<file path="src/sle_pkg.sv">
// shared types and codes for the sorted list engine
`default_nettype none

package sle_pkg;

    typedef enum logic [1:0] {
        OP_INSERT   = 2'd0,
        OP_REMOVE   = 2'd1,
        OP_RETRIEVE = 2'd2
    } op_t;

    typedef enum logic [1:0] {
        ST_OK        = 2'd0,
        ST_FULL      = 2'd1,
        ST_NOT_FOUND = 2'd2,
        ST_RANGE     = 2'd3
    } status_t;

    // control broadcast to every cell of the chain
    typedef struct packed {
        logic compare;
        logic ins;
        logic rem;
        logic found;
    } cell_ctrl_t;

    localparam int IN_DATA_W  = 40;
    localparam int OUT_DATA_W = 40;

endpackage

`default_nettype wire

</file>
<file path="src/sle_cell.sv">
// one slot of the sorted list: compare against the request and shift with its neighbors
`default_nettype none

module sle_cell
    import sle_pkg::*;
#(
    parameter int DATA_WIDTH = 32
) (
    input  wire logic                  aclk,
    input  wire logic                  aresetn,
    input  wire cell_ctrl_t            ctrl,
    input  wire logic                  valid,
    input  wire logic [DATA_WIDTH-1:0] value,
    input  wire logic                  prev_gt,
    input  wire logic [DATA_WIDTH-1:0] prev_entry,
    input  wire logic [DATA_WIDTH-1:0] next_entry,
    output logic      [DATA_WIDTH-1:0] entry,
    output logic                       gt,
    output logic                       hit
);

    logic [DATA_WIDTH-1:0] entry_reg, entry_next;
    logic                  gt_reg, eq_reg;

    always_ff @(posedge aclk) begin
        if (!aresetn) begin
            gt_reg <= 1'b0;
            eq_reg <= 1'b0;
        end else if (ctrl.compare) begin
            gt_reg <= valid && ($signed(value) > $signed(entry_reg));
            eq_reg <= valid && (value == entry_reg);
        end
    end

    always_comb begin
        entry_next = entry_reg;
        if (ctrl.ins) begin
            // insert point is the first cell whose entry is not smaller
            if (!gt_reg) begin
                entry_next = prev_gt ? value : prev_entry;
            end
        end else if (ctrl.rem && ctrl.found && !gt_reg) begin
            entry_next = next_entry;
        end
    end

    always_ff @(posedge aclk) begin
        entry_reg <= entry_next;
    end

    assign entry = entry_reg;
    assign gt    = gt_reg;
    // equal entries sit together, so the first one follows the last smaller one
    assign hit   = eq_reg && prev_gt;

endmodule

`default_nettype wire

</file>
<file path="src/sorted_list_engine.sv">
// Sorted list engine: keeps up to CAPACITY signed entries in ascending order in a
// chain of cells. Each request takes three steps: accept, a compare step in which
// every cell checks its entry against the request in parallel, and an apply step in
// which cells shift one place toward or away from their neighbor and the result is
// registered. The result register lets the next request be accepted while a result
// waits; a new request is taken only once the previous one has left the chain.
`default_nettype none

module sorted_list_engine
    import sle_pkg::*;
#(
    parameter int CAPACITY   = 16,
    parameter int DATA_WIDTH = 32
) (
    input  wire logic                  aclk,
    input  wire logic                  aresetn,
    input  wire logic                  s_tvalid,
    output logic                       s_tready,
    input  wire logic [IN_DATA_W-1:0]  s_tdata,  // value[31:0], position[35:32]
    input  wire logic [1:0]            s_tuser,  // op[1:0]
    output logic                       m_tvalid,
    input  wire logic                  m_tready,
    output logic      [OUT_DATA_W-1:0] m_tdata,  // data_out[31:0], length[36:32]
    output logic      [1:0]            m_tuser   // status[1:0]
);

    localparam int CNT_W = $clog2(CAPACITY + 1);
    localparam int CMP_W = (CNT_W > 4) ? CNT_W : 4;
    localparam int LEN_W = (CNT_W > 5) ? CNT_W : 5;

    typedef enum logic [1:0] {S_IDLE, S_CMP, S_APPLY} state_t;

    state_t                state_reg;
    op_t                   op_reg;
    logic [DATA_WIDTH-1:0] val_reg;
    logic [3:0]            pos_reg;
    logic [CNT_W-1:0]      count_reg;
    logic                  m_tvalid_reg;
    status_t               status_reg;
    logic [31:0]           data_reg;
    logic [4:0]            len_reg;

    logic [63:0]           val_ext;
    logic                  go;
    cell_ctrl_t            ctrl;

    logic [DATA_WIDTH-1:0] entry_w [CAPACITY];
    logic [CAPACITY-1:0]   gt_w, hit_w, valid_w, sel_w;
    logic                  found;
    logic [DATA_WIDTH-1:0] rd_word;

    status_t               status_c;
    logic [31:0]           data_c;
    logic [CNT_W-1:0]      count_c;
    logic [LEN_W-1:0]      len_wide;
    logic [CMP_W-1:0]      pos_ext, cnt_ext;
    logic [63:0]           rd_ext;

    // only the low DATA_WIDTH bits are kept, so a wider entry sees the word zero-extended
    assign val_ext = 64'(s_tdata[31:0]);
    assign go      = !m_tvalid_reg || m_tready;

    always_comb begin
        ctrl.compare = (state_reg == S_CMP);
        ctrl.ins     = (state_reg == S_APPLY) && go && (op_reg == OP_INSERT)
                       && (count_reg != CNT_W'(CAPACITY));
        ctrl.rem     = (state_reg == S_APPLY) && go && (op_reg == OP_REMOVE);
        ctrl.found   = found;
    end

    for (genvar i = 0; i < CAPACITY; i++) begin : g_cell
        logic                  prev_gt;
        logic [DATA_WIDTH-1:0] prev_entry, next_entry;

        if (i == 0) begin : g_head
            assign prev_gt    = 1'b1;
            assign prev_entry = val_reg;
        end else begin : g_body
            assign prev_gt    = gt_w[i-1];
            assign prev_entry = entry_w[i-1];
        end
        if (i == CAPACITY - 1) begin : g_tail
            assign next_entry = entry_w[i];
        end else begin : g_mid
            assign next_entry = entry_w[i+1];
        end

        assign valid_w[i] = CNT_W'(i) < count_reg;
        assign sel_w[i]   = pos_ext == CMP_W'(i);

        sle_cell #(
            .DATA_WIDTH(DATA_WIDTH)
        ) u_cell (
            .aclk      (aclk),
            .aresetn   (aresetn),
            .ctrl      (ctrl),
            .valid     (valid_w[i]),
            .value     (val_reg),
            .prev_gt   (prev_gt),
            .prev_entry(prev_entry),
            .next_entry(next_entry),
            .entry     (entry_w[i]),
            .gt        (gt_w[i]),
            .hit       (hit_w[i])
        );
    end

    always_comb begin
        rd_word = '0;
        for (int i = 0; i < CAPACITY; i++) begin
            rd_word = rd_word | (entry_w[i] & {DATA_WIDTH{sel_w[i]}});
        end
    end

    assign found   = |hit_w;
    assign pos_ext = CMP_W'(pos_reg);
    assign cnt_ext = CMP_W'(count_reg);
    assign rd_ext  = 64'(signed'(rd_word));

    always_comb begin
        status_c = ST_OK;
        data_c   = '0;
        count_c  = count_reg;
        unique case (op_reg)
            OP_INSERT: begin
                if (count_reg == CNT_W'(CAPACITY)) begin
                    status_c = ST_FULL;
                end else begin
                    count_c = count_reg + 1'b1;
                end
            end
            OP_REMOVE: begin
                if (found) begin
                    count_c = count_reg - 1'b1;
                end else begin
                    status_c = ST_NOT_FOUND;
                end
            end
            OP_RETRIEVE: begin
                if (pos_ext >= cnt_ext || pos_ext >= CMP_W'(CAPACITY)) begin
                    status_c = ST_RANGE;
                end else begin
                    data_c = rd_ext[31:0];
                end
            end
            default: begin
                status_c = ST_OK;
            end
        endcase
    end

    assign len_wide = LEN_W'(count_c);

    always_ff @(posedge aclk) begin
        if (!aresetn) begin
            state_reg    <= S_IDLE;
            count_reg    <= '0;
            m_tvalid_reg <= 1'b0;
        end else begin
            // in the apply cycle the new result takes over the output register
            if (m_tvalid_reg && m_tready && (state_reg != S_APPLY)) begin
                m_tvalid_reg <= 1'b0;
            end
            unique case (state_reg)
                S_IDLE: begin
                    if (s_tvalid) begin
                        op_reg    <= op_t'(s_tuser);
                        val_reg   <= val_ext[DATA_WIDTH-1:0];
                        pos_reg   <= s_tdata[35:32];
                        state_reg <= S_CMP;
                    end
                end
                S_CMP: begin
                    state_reg <= S_APPLY;
                end
                S_APPLY: begin
                    if (go) begin
                        m_tvalid_reg <= 1'b1;
                        status_reg   <= status_c;
                        data_reg     <= data_c;
                        len_reg      <= len_wide[4:0];
                        count_reg    <= count_c;
                        state_reg    <= S_IDLE;
                    end
                end
                default: begin
                    state_reg <= S_IDLE;
                end
            endcase
        end
    end

    assign s_tready = (state_reg == S_IDLE);
    assign m_tvalid = m_tvalid_reg;
    assign m_tuser  = status_reg;
    assign m_tdata  = {3'b000, len_reg, data_reg};

endmodule

`default_nettype wire

</file>
<file path="config.mk">
export PLATFORM = sky130hd
export DESIGN_NAME = sorted_list_engine
export DESIGN_NICKNAME = d
export VERILOG_FILES = /design/src/sle_pkg.sv /design/src/sle_cell.sv /design/src/sorted_list_engine.sv
export SDC_FILE = /design/constraint.sdc
export NUM_CORES = 2
export LEC_CHECK = 0
export ABC_AREA = 1
export BUFFER_PORTS_ARGS = -buffer_cell sky130_fd_sc_hd__buf_2
export CAP_MARGIN = 0
export CORE_MARGIN = 4
export CORE_UTILIZATION = 41
export DETAILED_ROUTE_END_ITERATION = 8
export GPL_TIMING_DRIVEN = 0
export PLACE_DENSITY_LB_ADDON = 0.15
export RECOVER_POWER = 100
export SKIP_LAST_GASP = 1
export SYNTH_ARGS = -nofsm -noshare
export SYNTH_HDL_FRONTEND = slang
export SYNTH_HIERARCHICAL = 1
export SYNTH_SLANG_ARGS = --single-unit
</file>
<file path="constraint.sdc">
create_clock -name aclk -period 18.1 [get_ports aclk]
set_clock_uncertainty 0.15 [all_clocks]
set_input_delay 0 -clock aclk [delete_from_list [all_inputs] [get_ports aclk]]
set_output_delay 0 -clock aclk [all_outputs]
set_load 0.005 [all_outputs]
</file>
# ---- Word level (Yosys, flattened, before mapping)
# Cells that the tools add are included.
dict set report word_totals {
  ff_bits 629
  inputBits 46
}
dict set report classes {
  add_sub_neg 2
  n_lt_le_gt_ge 34
  n_eq_ne 55
  n_mux 73
  n_bitwise 33
  reduce_logical 127
}
# op n
set ops {}
lappend ops {{$mux W32} 60}
lappend ops {{$and A32 B32 Y32} 16}
lappend ops {{$eq A32 B32 Y1} 16}
lappend ops {{$gt A32 B32 Y1} 16}
lappend ops {{$or A32 B32 Y32} 15}
lappend ops {{$logic_and A1 B1 Y1} 69}
lappend ops {{$lt A4 B5 Y1 const A} 8}
lappend ops {{$ne A2 B2 Y1 const B} 18}
lappend ops {{$reduce_and A2 Y1} 18}
lappend ops {{$eq A4 B4 Y1 const B} 8}
lappend ops {{$reduce_bool A2 Y1} 15}
lappend ops {{$lt A3 B5 Y1 const A} 4}
lappend ops {{$eq A4 B3 Y1 const B} 4}
lappend ops {{$logic_not A1 Y1} 16}
lappend ops {{$reduce_or A16 Y1} 1}
lappend ops {{$pmux W2 S3} 2}
lappend ops {{$lt A1 B5 Y1 const A} 2}
lappend ops {{$lt A2 B5 Y1 const A} 2}
lappend ops {{$mux W5} 2}
lappend ops {{$pmux W5 S2} 1}
lappend ops {{$eq A4 B2 Y1 const B} 2}
lappend ops {{$mux W2} 4}
lappend ops {{$reduce_and A3 Y1} 2}
lappend ops {{$add A5 B1 Y5 const B} 1}
lappend ops {{14 further kinds} 22}

# ---- Longest topological paths before layout
dict set report logic_depth {
  word_depth 17
  depth_mapped 16
}

# ---- Cells and area by module
# Netlist, hierarchy kept.
# module instances cells_per_inst area_each_um2 seq_area_each_um2
set modules_own_cells {}
lappend modules_own_cells {sle_cell 16 336 2597.5 1001.0}
lappend modules_own_cells {sorted_list_engine 1 1288 7384.6 2472.4}

# ---- Least setup slack after synthesis
# Ideal clock, no wire load.
dict set report synth_timing {
  path_kind {register -> register}
  from {reg count_reg[0], in the netlist cnt_ext[0]}
  to {reg g_cell[0].u_cell.entry_reg[0], enable pin}
  setup_time_ps 432
  arrival_time_ps 6248
  setup_slack_ps 11271
  path_stages_with_launch 10
  path_buffers 2
  synth_period_minus_slack_ps 6829
  cell_sequence {dfxtp_1 -> clkbuf_1 -> inv_1 -> ha_1 -> nand3_1 -> nand2_1 -> nor2_1 -> inv_2 -> clkbuf_1 -> a21oi_1}
}
# element line
set synth_rtl {}
lappend synth_rtl {{start: declaration} sorted_list_engine.sv:37} ;# logic [CNT_W-1:0] count_reg;
lappend synth_rtl {{start signal: assignment} sorted_list_engine.sv:182} ;# count_reg <= count_c;
lappend synth_rtl {{end signal: assignment} sle_cell.sv:48} ;# entry_reg <= entry_next;
lappend synth_rtl {{end: declaration} sle_cell.sv:22} ;# logic [DATA_WIDTH-1:0] entry_reg, entry_next;

==> impl_results.md <==
- Outcome: finished, violations left
- Violated checks: max-capacitance violations, max-slew violations
- Post-synthesis compound-gate area fraction: 14.8%
- Yosys cell types: 32
- Vias/cell: 5.61
- Pin count of the biggest net entering global routing: 36
- First-pass GRT wire length: 294000 µm
- Unrepaired setup endpoints after global routing: no
- Fin cells: 8574
- P_leak: 0.0258 µW
- Die height: 354 µm
- Grt ovf: 0
- CP required: 18.22 ns
- Ranking of synthesized cells by area: edfxtp_1 36%, nand2_1 14%, ha_1 13%
- Largest register FFs: 512
- Drt initial violations: 6561
- Final Hold Fails: 0
- Initial Utilization: 41.4%
- Power density over the cells: 67.0 nW/µm²
- Critical-path top delay cell: clkbuf_1
- Max-cap violations: 23
- Seq/Total Area, Yosys: 37.8%
- GPL Wtd Cong: 0.999
- Num CTS Buffers: 81
- Pre-CTS setup slack: 13.81 ns
- Port Buffer Count: 82
- Number of global-route vias before repair: 44100
- Tightest Pin Transition: 2.04 ns
- Fin crit period: 9.33 ns
- Row count: 126
- Cells after synthesis: 6664
- CP Cell Sequence: clkbuf_1, inv_1, ha_1, nand3_1, nand2_1, nor2_1, clkbuf_1, clkbuf_1, inv_1, clkbuf_1, a21oi_1, clkbuf_1
- Clock Path Buffers: 3
- Startpoint Class: flop
- Hold Crit Class: primary input to flop
- Clock Sink Count: 629
- Cell mode on critical path: clkbuf_1
- Number of nets in the layout: 7538
- Worst skew pair latency: 0.67 ns
- Die extent in x: 354 µm
- Post-synthesis xor/xnor area fraction: 0.0179%
- Area delta synth->final: 13.6%
- Worst EP arrival: 9.44 ns
- Critical Path End Type: flop
- Cell taking the most area after synthesis: edfxtp_1
- Synth Register Bits: 629
- Slew Limit Fails: 592
- Final setup TNS: 0 ns
- Final worst slack: 8.77 ns
- Gr usage total: 31.5%
- Worst-path fanout max: 31
- Critical path type: flop to flop
- DR DRC count: 0
- Post-synthesis adder-cell area fraction: 13.3%
- Slew HR: -36.0%
- CORE AREA: 118000 µm²
- Power Total: 3730 µW
- Vias post-DR: 48100
- Largest family of logic cells by synthesized area: simple AND/OR/NAND/NOR gates
- Worst path bufs/invs: 7
- CTS tree: yes
- Syn avg cell area: 7.34 µm²
- Mux cell area share after synthesis: 0%
- Synth Warn #: 6
- Initial antenna violation count: 4
- Setup violators final: 0
- Simple logic cell fraction of the synthesized area: 26.0%
- # IOs: 90
- Final Cycle Share: 51.5%
- Wire per inst: 23.8 µm
- Delay-heaviest family, CP: buffers and inverters
- Placed Cells: 8344
- Die area: 125000 µm²
- Clock transition at path regs: 0.06 ns
- Detail Route Antenna Nets: 0
- Synth top area share: 36.1%
- H-Tree Depth: 3
- DP HPWL: 163000 µm
- Max VDD drop: 0.0000716 V
- Pre-antenna DRT Iters: 8
- Post-Syn Area: 48900 µm²
- Post-CTS sizing: 0
- CTS root buf: clkbuf_16
- Fraction of layout cells with a size suffix above 1: 6.14%
- Routed WL: 204000 µm
- Worst path max stage delay: 1.52 ns
- FMAX: 107 MHz
==> logic make-up (layout without fill, tap and decap cells) <==
kind of cell / count (synthesis) / after routing
fa+ha+maj: 519 / 519
xor+xnor: 1 / 1
other cells: 2 / 11
flops: 629 / 629
buf+inv: 1045 / 1410
compound gates: 1408 / 1408
simple gates: 3060 / 3060
==> per-stage QoR <==
stage	hold WS, ns	util, %	area, µm²
6_report	0.148	47.0	55600
5_1_grt	0.164	47.0	55600
4_1_cts	0.00401	47.7	56400
3_5_place_dp	0.0281	44.7	52800
3_3_place_gp	0.0272	43.4	51300
2_1_floorplan	-0.0511	-	49000
==> routing by layer <==
layer  GRT usage (%)  wire length [µm]
met1            43.8             86300
met2            45.7             83300
met3            6.04             21400
met4            17.8             13200
met5               0                 0
==> cells in the mapped netlist, drive strengths merged <==
library cell / n
o21ai: 1077
buf: 46
dfxtp: 40
nor2: 868
nor3b: 17
edfxtp: 589
o21a: 32
xnor2: 1
clkbuf: 205
a22oi: 2
conb: 2
nand3: 145
nand4: 63
a21oi: 279
clkinv: 1
a32oi: 1
inv: 793
nor3: 19
nand2: 1932
nor4: 16
ha: 519
a21o: 17
==> cells in the final DEF (no fill, tap or decap), types with 17 or more instances in the layout <==
master	count
a21o_1	17
a21oi_1	263
buf_16	32
buf_2	73
clkbuf_1	294
clkbuf_16	85
clkinv_2	17
dfxtp_1	40
dlygate4sd3_1	78
edfxtp_1	589
ha_1	519
inv_1	729
inv_2	64
nand2_1	1884
nand2_2	32
nand3_1	129
nand4_1	63
nor2_1	833
nor2_2	18
nor2_4	17
nor3_1	18
o21a_1	32
o21ai_0	1009
o21ai_1	68
==> layout make-up <==
| cell class | instances | area [µm²] |
|---|---|---|
| sequential | 629 | 18500 |
| inverter | 794 | 2980 |
| timing repair buffer | 218 | 2150 |
| clock inverter | 43 | 524 |
| clock buffer | 104 | 2240 |
| fill | 12000 | 62700 |
| tap | 1536 | 1920 |
| multi-input combinational | 4998 | 26300 |
| buffer | 251 | 1010 |
| antenna | 1 | 2.50 |
==> timing repair <==
| item | CTS | global route |
|---|---|---|
| setup buffers | 0 | 0 |
| endpoints found under the hold margin | 116 | 0 |
| hold buffers | 78 | 0 |
==> worst paths after layout <==
path,cells after the start,startpoint,slack [ns],end
worst max-delay path,12,cnt_ext[0],8.77,g_cell[8].u_cell/entry[6]
worst min-delay path,2,s_tdata[0],0.15,g_cell[0].prev_entry[0]
worst max register to register,12,cnt_ext[0],8.77,g_cell[8].u_cell/entry[6]
worst min register to register,2,g_cell[15].u_cell/gt,0.32,g_cell[15].u_cell/gt
==> power by group <==
group	internal [µW]	switching, µW	leakage (µW)
Combinational	117	230	0.0188
Sequential	1600	35.3	0.00563
Clock	1040	706	0.00136
Total	2750	971	0.0258
No activity file was read; power rests on OpenSTA's default activity.
